--- config.mk ---
export PLATFORM = sky130hd
export DESIGN_NAME = congestion_window_and_rto_controller_unit
export DESIGN_NICKNAME = d
export VERILOG_FILES = /design/src/sv/cwrc_pkg.sv /design/src/sv/cwrc_ctrl.sv /design/src/sv/cwrc_dp.sv /design/src/sv/congestion_window_and_rto_controller_unit.sv
export SDC_FILE = /design/constraint.sdc
export NUM_CORES = 2
export LEC_CHECK = 0
export ABC_AREA = 1
export BUFFER_PORTS_ARGS = -buffer_cell sky130_fd_sc_hd__buf_2
export CELL_PAD_IN_SITES_DETAIL_PLACEMENT = 1
export CELL_PAD_IN_SITES_GLOBAL_PLACEMENT = 1
export CORE_ASPECT_RATIO = 1.5
export CORE_UTILIZATION = 40
export DETAILED_ROUTE_END_ITERATION = 16
export GPL_TIMING_DRIVEN = 0
export PLACE_DENSITY_LB_ADDON = 0.1
export SETUP_SLACK_MARGIN = 0.02
export SYNTH_ARGS = -nofsm -noshare
export SYNTH_HDL_FRONTEND = slang
export SYNTH_SLANG_ARGS = --single-unit
--- constraint.sdc ---
create_clock -name i_clk -period 11.33 [get_ports i_clk]
set_input_delay 1.6995 -clock i_clk [delete_from_list [all_inputs] [get_ports i_clk]]
set_output_delay 1.6995 -clock i_clk [all_outputs]
set_load 0.05 [all_outputs]
--- src/sv/cwrc_pkg.sv ---
package cwrc_pkg;

    localparam int W_KIND  = 2;
    localparam int W_TIME  = 32;
    localparam int W_BYTES = 24;
    localparam int W_SEQ   = 32;
    localparam int W_PAY   = 16;
    localparam int W_PROD  = W_PAY + W_BYTES;
    localparam int W_CIDX  = 3;
    localparam int W_CDATA = 32;
    localparam int W_SDATA = 144;
    localparam int W_MDATA = 88;
    localparam int DIV_STEPS = W_BYTES;
    localparam int W_CNT   = $clog2(DIV_STEPS);
    localparam int W_EXT   = W_TIME + 3;

    localparam logic [W_TIME-1:0]  RST_MIN_RTO     = 32'd200000;
    localparam logic [W_TIME-1:0]  RST_MAX_RTO     = 32'd60000000;
    localparam logic [W_TIME-1:0]  RST_INIT_RTO    = 32'd1000000;
    localparam logic [W_PAY-1:0]   RST_MAX_PAYLOAD = 16'd1200;
    localparam logic [W_BYTES-1:0] RST_MIN_CWND    = 24'd2400;
    localparam logic [W_BYTES-1:0] RST_MAX_CWND    = 24'd4194304;
    localparam logic [W_BYTES-1:0] RST_INIT_CWND   = 24'd12000;
    localparam logic [W_BYTES-1:0] RST_INIT_SSTH   = 24'hFFFFFF;

    typedef enum logic [W_KIND-1:0] {
        K_RTT  = 2'd0,
        K_ACK  = 2'd1,
        K_LOSS = 2'd2,
        K_TMO  = 2'd3
    } t_kind;

    typedef enum logic [W_CIDX-1:0] {
        CFG_MIN_RTO      = 3'd0,
        CFG_MAX_RTO      = 3'd1,
        CFG_INIT_RTO     = 3'd2,
        CFG_MAX_PAYLOAD  = 3'd3,
        CFG_MIN_CWND     = 3'd4,
        CFG_MAX_CWND     = 3'd5,
        CFG_INIT_CWND    = 3'd6,
        CFG_INIT_SSTH    = 3'd7
    } t_cfg_idx;

    typedef enum logic [3:0] {
        S_IDLE,
        S_DISPATCH,
        S_MUL,
        S_DIVINIT,
        S_DIV,
        S_WIN,
        S_RTO,
        S_DONE
    } t_state;

    typedef struct packed {
        logic load;
        logic sample;
        logic ack_close;
        logic ss_grow;
        logic mul;
        logic div_init;
        logic div_step;
        logic ai_grow;
        logic rto_est;
        logic loss;
        logic tmo;
        logic out_load;
    } t_cmd;

    typedef struct packed {
        t_kind kind;
        logic  acked_zero;
        logic  slow_start;
        logic  have_sample;
        logic  div_sat;
        logic  div_last;
        logic  out_busy;
    } t_sts;

endpackage

--- src/sv/cwrc_ctrl.sv ---
module cwrc_ctrl
    import cwrc_pkg::*;
(
    input  logic i_clk,
    input  logic i_rst_n,
    input  logic i_in_valid,
    input  t_sts i_sts,
    output logic o_in_ready,
    output t_cmd o_cmd
);

    t_state r_state;
    t_state n_state;

    always_ff @(posedge i_clk) begin
        if (!i_rst_n) begin
            r_state <= S_IDLE;
        end else begin
            r_state <= n_state;
        end
    end

    always_comb begin
        n_state = r_state;
        case (r_state)
            S_IDLE: begin
                if (i_in_valid) begin
                    n_state = S_DISPATCH;
                end
            end
            S_DISPATCH: begin
                case (i_sts.kind)
                    K_RTT: n_state = S_RTO;
                    K_ACK: begin
                        if (i_sts.acked_zero) begin
                            n_state = S_DONE;
                        end else if (i_sts.slow_start) begin
                            n_state = i_sts.have_sample ? S_RTO : S_DONE;
                        end else begin
                            n_state = S_MUL;
                        end
                    end
                    default: n_state = S_DONE;
                endcase
            end
            S_MUL:     n_state = S_DIVINIT;
            S_DIVINIT: n_state = i_sts.div_sat ? S_WIN : S_DIV;
            S_DIV: begin
                if (i_sts.div_last) begin
                    n_state = S_WIN;
                end
            end
            S_WIN:  n_state = i_sts.have_sample ? S_RTO : S_DONE;
            S_RTO:  n_state = S_DONE;
            S_DONE: begin
                if (!i_sts.out_busy) begin
                    n_state = S_IDLE;
                end
            end
            default: n_state = S_IDLE;
        endcase
    end

    always_comb begin
        o_cmd      = '0;
        o_in_ready = 1'b0;
        case (r_state)
            S_IDLE: begin
                o_in_ready = 1'b1;
                o_cmd.load = i_in_valid;
            end
            S_DISPATCH: begin
                o_cmd.sample    = (i_sts.kind == K_RTT);
                o_cmd.ack_close = (i_sts.kind == K_ACK);
                o_cmd.ss_grow   = (i_sts.kind == K_ACK) && !i_sts.acked_zero
                                  && i_sts.slow_start;
                o_cmd.loss      = (i_sts.kind == K_LOSS);
                o_cmd.tmo       = (i_sts.kind == K_TMO);
            end
            S_MUL:     o_cmd.mul      = 1'b1;
            S_DIVINIT: o_cmd.div_init = 1'b1;
            S_DIV:     o_cmd.div_step = 1'b1;
            S_WIN:     o_cmd.ai_grow  = 1'b1;
            S_RTO:     o_cmd.rto_est  = 1'b1;
            S_DONE:    o_cmd.out_load = !i_sts.out_busy;
            default: begin
                o_cmd = '0;
            end
        endcase
    end

endmodule

--- src/sv/cwrc_dp.sv ---
module cwrc_dp
    import cwrc_pkg::*;
(
    input  logic               i_clk,
    input  logic               i_rst_n,
    input  logic               i_cfg_we,
    input  logic [W_CIDX-1:0]  i_cfg_addr,
    input  logic [W_CDATA-1:0] i_cfg_data,
    input  logic [W_KIND-1:0]  i_kind,
    input  logic [W_SDATA-1:0] i_data,
    input  t_cmd               i_cmd,
    input  logic               i_out_ready,
    output t_sts               o_sts,
    output logic               o_out_valid,
    output logic [W_MDATA-1:0] o_out_data
);

    logic [W_TIME-1:0]  r_min_rto, r_max_rto, r_init_rto;
    logic [W_PAY-1:0]   r_max_payload;
    logic [W_BYTES-1:0] r_min_cwnd, r_max_cwnd, r_init_cwnd, r_init_ssth;

    t_kind              r_kind;
    logic [W_TIME-1:0]  r_rtt;
    logic [W_BYTES-1:0] r_acked;
    logic [W_SEQ-1:0]   r_ack_seq;
    logic [W_SEQ-1:0]   r_highest;
    logic [W_BYTES-1:0] r_flight;

    logic [W_BYTES-1:0] r_cwnd, r_ssth;
    logic [W_TIME-1:0]  r_srtt, r_var, r_rto;
    logic               r_have, r_rec, r_reduced;
    logic [W_SEQ-1:0]   r_rp;

    logic [W_PROD-1:0]  r_prod;
    logic [W_BYTES-1:0] r_rem, r_quo;
    logic [W_CNT-1:0]   r_cnt;
    logic               r_sat;

    logic               r_out_valid;
    logic [W_MDATA-1:0] r_out_data;

    logic [W_BYTES-1:0] div_v;
    logic [W_BYTES-W_PAY-1:0] hi_pad;
    logic [W_BYTES:0]   trial;
    logic [W_BYTES:0]   trial_sub;
    logic [W_BYTES-1:0] ss_cap, ss_add, ai_inc;
    logic [W_BYTES:0]   ss_sum, ai_sum;
    logic [W_BYTES-1:0] ss_new, ai_new;
    logic [W_TIME-1:0]  err;
    logic [W_TIME+1:0]  var_sum;
    logic [W_EXT-1:0]   srtt_sum, est_sum, dbl_rto;
    logic [W_BYTES-1:0] loss_half, tmo_half;
    logic [W_SEQ-1:0]   seq_gap;

    function automatic logic [W_TIME-1:0] f_clamp(input logic [W_EXT-1:0] v,
                                                  input logic [W_TIME-1:0] lo,
                                                  input logic [W_TIME-1:0] hi);
        logic [W_TIME-1:0] res;
        if (v < {3'b000, lo}) begin
            res = lo;
        end else if (v > {3'b000, hi}) begin
            res = hi;
        end else begin
            res = v[W_TIME-1:0];
        end
        return res;
    endfunction

    always_comb begin
        div_v     = (r_cwnd == '0) ? {{(W_BYTES-1){1'b0}}, 1'b1} : r_cwnd;
        hi_pad    = '0;
        trial     = {r_rem, r_quo[W_BYTES-1]};
        trial_sub = trial - {1'b0, div_v};

        ss_cap = {{(W_BYTES-W_PAY-1){1'b0}}, r_max_payload, 1'b0};
        ss_add = (r_acked < ss_cap) ? r_acked : ss_cap;
        ss_sum = {1'b0, r_cwnd} + {1'b0, ss_add};
        ss_new = (ss_sum > {1'b0, r_max_cwnd}) ? r_max_cwnd : ss_sum[W_BYTES-1:0];

        ai_inc = (r_quo == '0) ? {{(W_BYTES-1){1'b0}}, 1'b1} : r_quo;
        ai_sum = {1'b0, r_cwnd} + {1'b0, ai_inc};
        ai_new = (r_sat || ai_sum > {1'b0, r_max_cwnd}) ? r_max_cwnd
                                                        : ai_sum[W_BYTES-1:0];

        err      = (r_srtt > r_rtt) ? (r_srtt - r_rtt) : (r_rtt - r_srtt);
        var_sum  = {1'b0, r_var, 1'b0} + {2'b00, r_var} + {2'b00, err};
        srtt_sum = {r_srtt, 3'b000} - {3'b000, r_srtt} + {3'b000, r_rtt};
        est_sum  = {3'b000, r_srtt} + {1'b0, r_var, 2'b00};
        dbl_rto  = {2'b00, r_rto, 1'b0};

        loss_half = {1'b0, r_cwnd[W_BYTES-1:1]};
        tmo_half  = {1'b0, r_flight[W_BYTES-1:1]};
        seq_gap   = r_ack_seq - r_rp;
    end

    // configuration
    always_ff @(posedge i_clk) begin
        if (!i_rst_n) begin
            r_min_rto     <= RST_MIN_RTO;
            r_max_rto     <= RST_MAX_RTO;
            r_init_rto    <= RST_INIT_RTO;
            r_max_payload <= RST_MAX_PAYLOAD;
            r_min_cwnd    <= RST_MIN_CWND;
            r_max_cwnd    <= RST_MAX_CWND;
            r_init_cwnd   <= RST_INIT_CWND;
            r_init_ssth   <= RST_INIT_SSTH;
        end else if (i_cfg_we) begin
            case (t_cfg_idx'(i_cfg_addr))
                CFG_MIN_RTO:     r_min_rto     <= i_cfg_data;
                CFG_MAX_RTO:     r_max_rto     <= i_cfg_data;
                CFG_INIT_RTO:    r_init_rto    <= i_cfg_data;
                CFG_MAX_PAYLOAD: r_max_payload <= i_cfg_data[W_PAY-1:0];
                CFG_MIN_CWND:    r_min_cwnd    <= i_cfg_data[W_BYTES-1:0];
                CFG_MAX_CWND:    r_max_cwnd    <= i_cfg_data[W_BYTES-1:0];
                CFG_INIT_CWND:   r_init_cwnd   <= i_cfg_data[W_BYTES-1:0];
                CFG_INIT_SSTH:   r_init_ssth   <= i_cfg_data[W_BYTES-1:0];
                default: begin
                end
            endcase
        end
    end

    // item word, multiply, divider and output word
    always_ff @(posedge i_clk) begin
        if (i_cmd.load) begin
            r_kind    <= t_kind'(i_kind);
            r_rtt     <= i_data[31:0];
            r_acked   <= i_data[55:32];
            r_ack_seq <= i_data[87:56];
            r_highest <= i_data[119:88];
            r_flight  <= i_data[143:120];
        end
        if (i_cmd.mul) begin
            r_prod <= W_PROD'(r_max_payload * r_acked);
        end
        if (i_cmd.div_init) begin
            r_sat <= o_sts.div_sat;
            r_rem <= {hi_pad, r_prod[W_PROD-1:W_BYTES]};
            r_quo <= r_prod[W_BYTES-1:0];
            r_cnt <= '0;
        end
        if (i_cmd.div_step) begin
            if (!trial_sub[W_BYTES]) begin
                r_rem <= trial_sub[W_BYTES-1:0];
                r_quo <= {r_quo[W_BYTES-2:0], 1'b1};
            end else begin
                r_rem <= trial[W_BYTES-1:0];
                r_quo <= {r_quo[W_BYTES-2:0], 1'b0};
            end
            r_cnt <= r_cnt + W_CNT'(1);
        end
        if (i_cmd.out_load) begin
            r_out_data <= {6'b0, r_reduced, r_rec, r_rto, r_ssth, r_cwnd};
        end
    end

    // controller state
    always_ff @(posedge i_clk) begin
        if (!i_rst_n) begin
            r_cwnd      <= RST_INIT_CWND;
            r_ssth      <= RST_INIT_SSTH;
            r_srtt      <= '0;
            r_var       <= '0;
            r_rto       <= RST_INIT_RTO;
            r_have      <= 1'b0;
            r_rec       <= 1'b0;
            r_rp        <= '0;
            r_reduced   <= 1'b0;
            r_out_valid <= 1'b0;
        end else begin
            if (i_cmd.load) begin
                r_reduced <= 1'b0;
            end
            if (i_cmd.sample) begin
                r_have <= 1'b1;
                if (!r_have) begin
                    r_srtt <= r_rtt;
                    r_var  <= {1'b0, r_rtt[W_TIME-1:1]};
                end else begin
                    r_srtt <= srtt_sum[W_EXT-1:3];
                    r_var  <= var_sum[W_TIME+1:2];
                end
            end
            if (i_cmd.ack_close && r_rec && !seq_gap[W_SEQ-1]) begin
                r_rec <= 1'b0;
            end
            if (i_cmd.ss_grow) begin
                r_cwnd <= ss_new;
            end
            if (i_cmd.ai_grow) begin
                r_cwnd <= ai_new;
            end
            if (i_cmd.rto_est) begin
                r_rto <= f_clamp(est_sum, r_min_rto, r_max_rto);
            end
            if (i_cmd.loss && !r_rec) begin
                r_rec     <= 1'b1;
                r_rp      <= r_highest;
                r_ssth    <= (loss_half > r_min_cwnd) ? loss_half : r_min_cwnd;
                r_cwnd    <= (loss_half > r_min_cwnd) ? loss_half : r_min_cwnd;
                r_reduced <= 1'b1;
            end
            if (i_cmd.tmo) begin
                r_rec     <= 1'b1;
                r_rp      <= r_highest;
                r_ssth    <= (tmo_half > r_min_cwnd) ? tmo_half : r_min_cwnd;
                r_cwnd    <= {{(W_BYTES-W_PAY){1'b0}}, r_max_payload};
                r_rto     <= f_clamp(dbl_rto, r_min_rto, r_max_rto);
                r_reduced <= 1'b1;
            end
            if (i_cmd.out_load) begin
                r_out_valid <= 1'b1;
            end else if (i_out_ready) begin
                r_out_valid <= 1'b0;
            end
        end
    end

    assign o_sts.kind        = r_kind;
    assign o_sts.acked_zero  = (r_acked == '0);
    assign o_sts.slow_start  = (r_cwnd < r_ssth);
    assign o_sts.have_sample = r_have;
    assign o_sts.div_sat     = ({hi_pad, r_prod[W_PROD-1:W_BYTES]} >= div_v);
    assign o_sts.div_last    = (r_cnt == W_CNT'(DIV_STEPS - 1));
    assign o_sts.out_busy    = r_out_valid && !i_out_ready;

    assign o_out_valid = r_out_valid;
    assign o_out_data  = r_out_data;

endmodule

--- src/sv/congestion_window_and_rto_controller_unit.sv ---
// Channel   Dir  Handshake                     Payload
// s_axis    in   s_axis_tvalid/s_axis_tready   tuser: kind; tdata: event fields
// m_axis    out  m_axis_tvalid/m_axis_tready   tdata: window, threshold, rto, flags
// cfg       in   i_cfg_valid/o_cfg_ready       i_cfg_addr index, i_cfg_data value
//
// An ack in congestion avoidance runs a 16x24 multiply and, unless the
// quotient saturates, a 24-step restoring divide by the window, one
// quotient bit per cycle, to size the window increase.
// Reset is synchronous, active low; configuration is always ready.
// A result held on a stalled m_axis holds the controller in its final step.
module congestion_window_and_rto_controller_unit
    import cwrc_pkg::*;
(
    input  logic               i_clk,
    input  logic               i_rst_n,
    input  logic               s_axis_tvalid,
    output logic               s_axis_tready,
    // [143:120] flight_bytes, [119:88] highest_seq, [87:56] ack_seq,
    // [55:32] acked, [31:0] rtt_sample
    input  logic [W_SDATA-1:0] s_axis_tdata,
    // [1:0] kind
    input  logic [W_KIND-1:0]  s_axis_tuser,
    output logic               m_axis_tvalid,
    input  logic               m_axis_tready,
    // [87:82] zero, [81] reduced, [80] recovering, [79:48] rto,
    // [47:24] ssthresh, [23:0] cwnd
    output logic [W_MDATA-1:0] m_axis_tdata,
    input  logic               i_cfg_valid,
    output logic               o_cfg_ready,
    input  logic [W_CIDX-1:0]  i_cfg_addr,
    input  logic [W_CDATA-1:0] i_cfg_data
);

    t_cmd cmd;
    t_sts sts;

    assign o_cfg_ready = 1'b1;

    cwrc_ctrl u_ctrl (
        .i_clk      (i_clk),
        .i_rst_n    (i_rst_n),
        .i_in_valid (s_axis_tvalid),
        .i_sts      (sts),
        .o_in_ready (s_axis_tready),
        .o_cmd      (cmd)
    );

    cwrc_dp u_dp (
        .i_clk       (i_clk),
        .i_rst_n     (i_rst_n),
        .i_cfg_we    (i_cfg_valid & o_cfg_ready),
        .i_cfg_addr  (i_cfg_addr),
        .i_cfg_data  (i_cfg_data),
        .i_kind      (s_axis_tuser),
        .i_data      (s_axis_tdata),
        .i_cmd       (cmd),
        .i_out_ready (m_axis_tready),
        .o_sts       (sts),
        .o_out_valid (m_axis_tvalid),
        .o_out_data  (m_axis_tdata)
    );

endmodule

* Word-level counts from Yosys, hierarchy flattened
Cells that the tools add are included.
** Operators by class
- Multiplexer cells :: 59
- Reductions and logical operators :: 33
- Divide/modulo/power cells :: 0
- Shift operators :: 0
- Equality and inequality tests :: 18
- Order comparisons :: 12
- Bitwise operators :: 1
- Multipliers :: 1
- $add $sub $neg :: 12
** Operator list (number)
- 24-bit two-way mux :: 17
- 32-bit two-way mux :: 11
- 32-bit subtractor :: 3
- 24-bit zero test :: 3
- 24-bit by 24-bit adder with 25-bit output :: 2
- 25-bit by 24-bit > comparator with 1-bit output :: 2
- 23-bit by 24-bit > comparator with 1-bit output :: 2
- 16-bit by 24-bit multiplier with 40-bit output :: 1
- 32-bit by 34-bit adder with 35-bit output :: 1
- 35-bit by 32-bit adder with 35-bit output :: 1
- 35-bit by 32-bit > comparator with 1-bit output :: 1
- 35-bit by 32-bit < comparator with 1-bit output :: 1
- 35-bit by 32-bit subtractor with 35-bit output :: 1
- 33-bit by 32-bit adder with 34-bit output :: 1
- 34-bit by 32-bit adder with 34-bit output :: 1
- 33-bit by 32-bit > comparator with 1-bit output :: 1
- 33-bit by 32-bit < comparator with 1-bit output :: 1
- 32-bit > comparator :: 1
- 4-bit one-hot mux with 8 select lines :: 1
- 25-bit by 24-bit subtractor with 25-bit output :: 1
- 16-bit by 24-bit >= comparator with 1-bit output :: 1
- 24-bit by 17-bit < comparator with 1-bit output :: 1
- 24-bit < comparator :: 1
- 4-bit two-way mux :: 5
- 30 further kinds :: 75
** Word-level totals
- Bits in read-only memories :: 0
- Memories :: 0
- Bits in latches :: 0
- Output and inout port bits :: 91
- Register bits after elaboration :: 634
- Bits of input ports :: 186
- Word-level logic and storage cells :: 165
- Memory bits (writable) :: 0

* Longest topological paths before layout
- Depth after elaboration :: 10
- Depth in mapped cells :: 45
- Depth with buffers taken out :: 43

* Cells and area by module
From an unflattened synthesis, not the netlist that was laid out.
** Unflattened totals
- Cell total of the unflattened synthesis :: 7938
- Area, all modules :: 60570.6 sq um
** By module, submodules not included
- cwrc_dp :: times used 1, cells an instance 7873, sequential area each 15805.2 sq um, area each 60217.8 sq um
- cwrc_ctrl :: times used 1, cells an instance 63, sequential area each 60.1 sq um, area each 341.6 sq um
- congestion_window_and_rto_controller_unit :: times used 1, cells an instance 2, sequential area each 0.0 sq um, area each 11.3 sq um

* Worst setup path before layout
OpenSTA, ideal clock, no wires.
- Path kind :: input to register
- Start point :: input s_axis_tvalid
- End point :: register u_dp.r_ack_seq[0], enable pin
- Data required time :: 10679 ps
- Setup slack :: 2935 ps
- Setup time :: 651 ps
- Arrival :: 7744 ps
- Path buffers :: 0
- Stages :: 2
- Path through :: inv_1 -> nor2_1
** RTL lines
- start, declared :: RTL line congestion_window_and_rto_controller_unit.sv:16 : input logic s_axis_tvalid,
- end signal, assigned :: RTL line cwrc_dp.sv:129 : r_ack_seq <= i_data[87:56];
- end, declared :: RTL line cwrc_dp.sv:25 : logic [W_SEQ-1:0] r_ack_seq;

* Worst setup path after layout
- Start point :: register u_dp.r_acked[3]
- End point :: register u_dp.r_prod[34], data pin
** On the way
- Cells in the longest elaborated chain, start to end :: 1
** Ends and longest elaborated chain
- start, declared :: RTL line cwrc_dp.sv:24 : logic [W_BYTES-1:0] r_acked;
- start signal, assigned :: RTL line cwrc_dp.sv:128 : r_acked <= i_data[55:32];
- 16-bit by 24-bit multiplier with 40-bit output :: RTL line cwrc_dp.sv:134 : r_prod <= W_PROD'(r_max_payload * r_acked);
- end signal, assigned :: RTL line cwrc_dp.sv:134
- end, declared :: RTL line cwrc_dp.sv:34 : logic [W_PROD-1:0] r_prod;
No other way between the ends.
A chain may end at the register's enable or synchronous reset.

==> impl_metrics.tcl <==
set metrics [dict create \
    run_status "complete, no violations" \
    hpwl_mm 214 \
    leakagePower_uw 0.0323 \
    numPortBuffers 268 \
    cp_slowest_cell "clkbuf_1" \
    grt_antenna_before_repair 7 \
    async_flop_share_pct 0 \
    grt_pass1_vias 59900 \
    ctsRootBufferMaster "clkbuf_16" \
    nets 9330 \
    utilization_pct 44.8 \
    cp_max_fo 10 \
    clk_pin_slew_worst_paths_ps 60 \
    cts_buffers 73 \
    n_fill_cell 18400 \
    grt_pass1_wl_mm 375 \
    hold_path.class "reg -> reg" \
    cts_setup_buffers 0 \
    hold_violations 0 \
    layout-drive-gt1-share_pct 6.51 \
    syn_to_final_growth_pct 11.2 \
    cpPeakStageDelay_ps 900 \
    synth.distinct_cells 61 \
    synth.area.top_cells "edfxtp_1 16%, ha_1 14%, fa_1 13%" \
    tritoncts "done" \
    dieHeight_um 474 \
    synth-edff-count 321 \
    ys_seq_elements 632 \
    cts_hold_buf 0 \
    rrSetupSlack_ps 2930 \
    crit_arrival_ps 8810 \
    grt-ovfl-total 0 \
    critPathKind "reg -> reg" \
    postRouteAntennaNets 0 \
    r2r-start "u_dp.r_acked[3]" \
    crit_path_start_kind "flop" \
    ctsResizeCount 0 \
    ioPinCount 277 \
    setup_violations 0 \
    fin_setup_tns_ps 0 \
    die_area_sq_um 150000 \
    clock_path_buffers 3 \
    yosysTopAreaCellShare_pct 16.2 \
    end_kind "flop" \
    cts.sinks 632 \
    min_period_ps 8400 \
    power_per_cell_area_nw_per_um2 351 \
    crit_buf_inv 5 \
    place_area_sq_um 63600 \
    ir_drop_mv 0.407 \
    netlist_area_sq_um 59500 \
    routed_via_density 5.58 \
    yosysWarnings 0 \
    drt_iter0_drc 3143 \
    remaining_drc_errors 0 \
    synthCells 7738 \
    yosysSeqAreaShare_pct 26.7 \
    r2r_cells 22 \
    synthFlopType "edfxtp_1" \
    slew_headroom_pct 13.3 \
    rsz0062_at_grt "false" \
    min_to "u_dp.o_out_data[33]" \
    cpMostUsedCell "fa_1" \
    globalplace.congestion 1.01 \
    rows 173 \
    drv_slew 0 \
    grt.total_usage_pct 34.0 \
    r2r-end "u_dp.r_prod[34]" \
    final_area_sq_um 66200 \
    grt_start_max_net_pins 38 \
    tightest_slew_ps 1300 \
    yosysTopAreaCell "edfxtp_1" \
    period_share_pct 74.1 \
    worst-path-stages 22 \
    wl_per_cell_um 25.5 \
    start_util_pct 40.3 \
    totalWireLength_mm 257 \
    pre_cts_slack_ps 3120 \
    fin_hold_ws_ps 432 \
    min_from "u_dp.r_ssth[9]" \
    syn_area_per_cell_sq_um 7.69 \
    crit_family "adder cells" \
    critical_path_required_ps 11740 \
    die_x_um 317 \
    vias 56400 \
    finClkSkew_ps 61.9 \
    hold_depth 0 \
    setup_ws_ps 2930 \
    max_freq_mhz 119 \
    cap_violations 0 \
    clk-insertion-delay-late_ps 720 \
    htree_levels 3 \
    drtPass1Iterations 5 \
    path_cells "clkbuf_1 > clkbuf_1 > nand2_1 > fa_1 > fa_1 > inv_1 > fa_1 > inv_1 > fa_1 > fa_1 > inv_1 > fa_1 > ha_1 > a21oi_1 > o21ai_0 > a21boi_0 > nand2_1 > a21oi_1 > o21ai_0 > a21oi_1 > o21bai_1 > xor2_1" \
    core-area_sq_um 148000 \
]
==> registers in the layout (all words and copies together), names as in the netlist, 32 cells and up <==
register and cells:
u_dp.r_var 32, u_dp.r_max_rto 32, u_dp.r_rtt 32, u_dp.r_highest 32
u_dp.o_out_data 82, u_dp.r_min_rto 32, u_dp.r_ack_seq 32, u_dp.r_rp 32
u_dp.r_srtt 32, u_dp.r_rto 32, u_dp.r_prod 40
==> layout make-up <==
class                   count  area (sq um)  area share, %
multi-input cells        5422         37200           56.2
flip-flops and latches    632         15900           24.0
inverters                1393          5230           7.90
well taps                1925          2410           3.64
clock buffers              90          1940           2.93
repair buffers            285          1620           2.44
plain buffers             303          1290           1.94
clock inverters            44           616          0.930
diodes                      8          20.0         0.0302
==> power by group <==
part	leakage, uW	switching, uW	internal [uW]
Clock	0.00124	1140	1450
Combinational	0.0255	11300	5410
Sequential	0.00550	653	3300
==> layout by cell type (no fill, tap or decap), types with 60 or more instances in the layout <==
master     netlist  routed
nand2_1       1572    1572
inv_1         1369    1369
a21oi_1        738     738
ha_1           660     660
o21ai_0        491     490
nor2_1         388     386
fa_1           374     374
nand3_1        367     367
edfxtp_1       321     321
dfxtp_1        311     311
buf_2           31     299
clkbuf_1       239     251
o211ai_1       122     122
xor2_1         116     116
clkbuf_16        0      74
nor3_1          61      60
==> worst reg2reg max path, cell delays in order, from the launching register on <==
cell	delay [ps]
edfxtp_1	560
clkbuf_1	910
clkbuf_1	620
nand2_1	180
fa_1	550
fa_1	540
inv_1	60
fa_1	530
inv_1	60
fa_1	530
fa_1	560
inv_1	60
fa_1	500
ha_1	390
a21oi_1	250
o21ai_0	120
a21boi_0	380
nand2_1	110
a21oi_1	310
o21ai_0	290
a21oi_1	330
o21bai_1	120
xor2_1	150
==> worst max-delay path by stage <==
stage,endpoint,slack (ps),from
6_report,u_dp.r_prod[34],2930,u_dp.r_acked[3]
3_3_place_gp,u_dp.r_rtt[31],-1250,s_axis_tvalid
2_1_floorplan,u_dp.r_ack_seq[0],2940,s_axis_tvalid
5_1_grt,u_dp.r_prod[34],2690,u_dp.r_acked[3]
4_1_cts,u_dp.r_prod[34],3080,u_dp.r_acked[3]
3_5_place_dp,u_dp.r_prod[34],3120,u_dp.r_acked[3]
==> layer usage <==
metal	part of all wire, %	GRT usage, %
met5	0	0
met4	7.2	21.8
met3	4.9	4.24
met2	49	59.6
met1	39	38.5
==> Yosys cell counts (8+ instances only) <==
| library cell | number |
|---|---|
| buf_1 | 9 |
| xor2_1 | 116 |
| a221oi_1 | 49 |
| o211ai_1 | 122 |
| dfxtp_1 | 311 |
| inv_1 | 1369 |
| o21ai_1 | 55 |
| o21a_1 | 33 |
| nor4_1 | 33 |
| xnor2_1 | 56 |
| nor2_1 | 388 |
| nand3_1 | 367 |
| a21o_1 | 33 |
| ha_1 | 660 |
| nor3_1 | 61 |
| nand4_1 | 54 |
| o21ai_0 | 491 |
| o221ai_1 | 11 |
| edfxtp_1 | 321 |
| buf_4 | 19 |
| fa_1 | 374 |
| a31oi_1 | 28 |
| nand3b_1 | 13 |
| nand2_1 | 1572 |
| inv_2 | 21 |
| or2_2 | 24 |
| clkbuf_1 | 239 |
| a21boi_0 | 9 |
| o2111ai_1 | 8 |
| o21bai_1 | 30 |
| a211oi_1 | 12 |
| a21oi_1 | 738 |
| buf_2 | 31 |
==> per-stage QoR <==
step,instances,total power (uW)
floorplan,7750,14600
global placement,9943,20100
detailed placement,9960,20500
CTS,10100,23200
global route,10100,25100
finish,10100,23200
==> cells by family after synthesis <==
group | Yosys count | share of synthesized area, %
simple gates | 2543 | 17.7
flops | 632 | 26.7
fa+ha+maj | 1034 | 26.5
other cells | 2 | 0.0126
compound gates | 1654 | 15.6
mux | 5 | 0.0841
buf+inv | 1696 | 10.9
xor+xnor | 172 | 2.53
No activity file was read; power rests on OpenSTA's default activity.
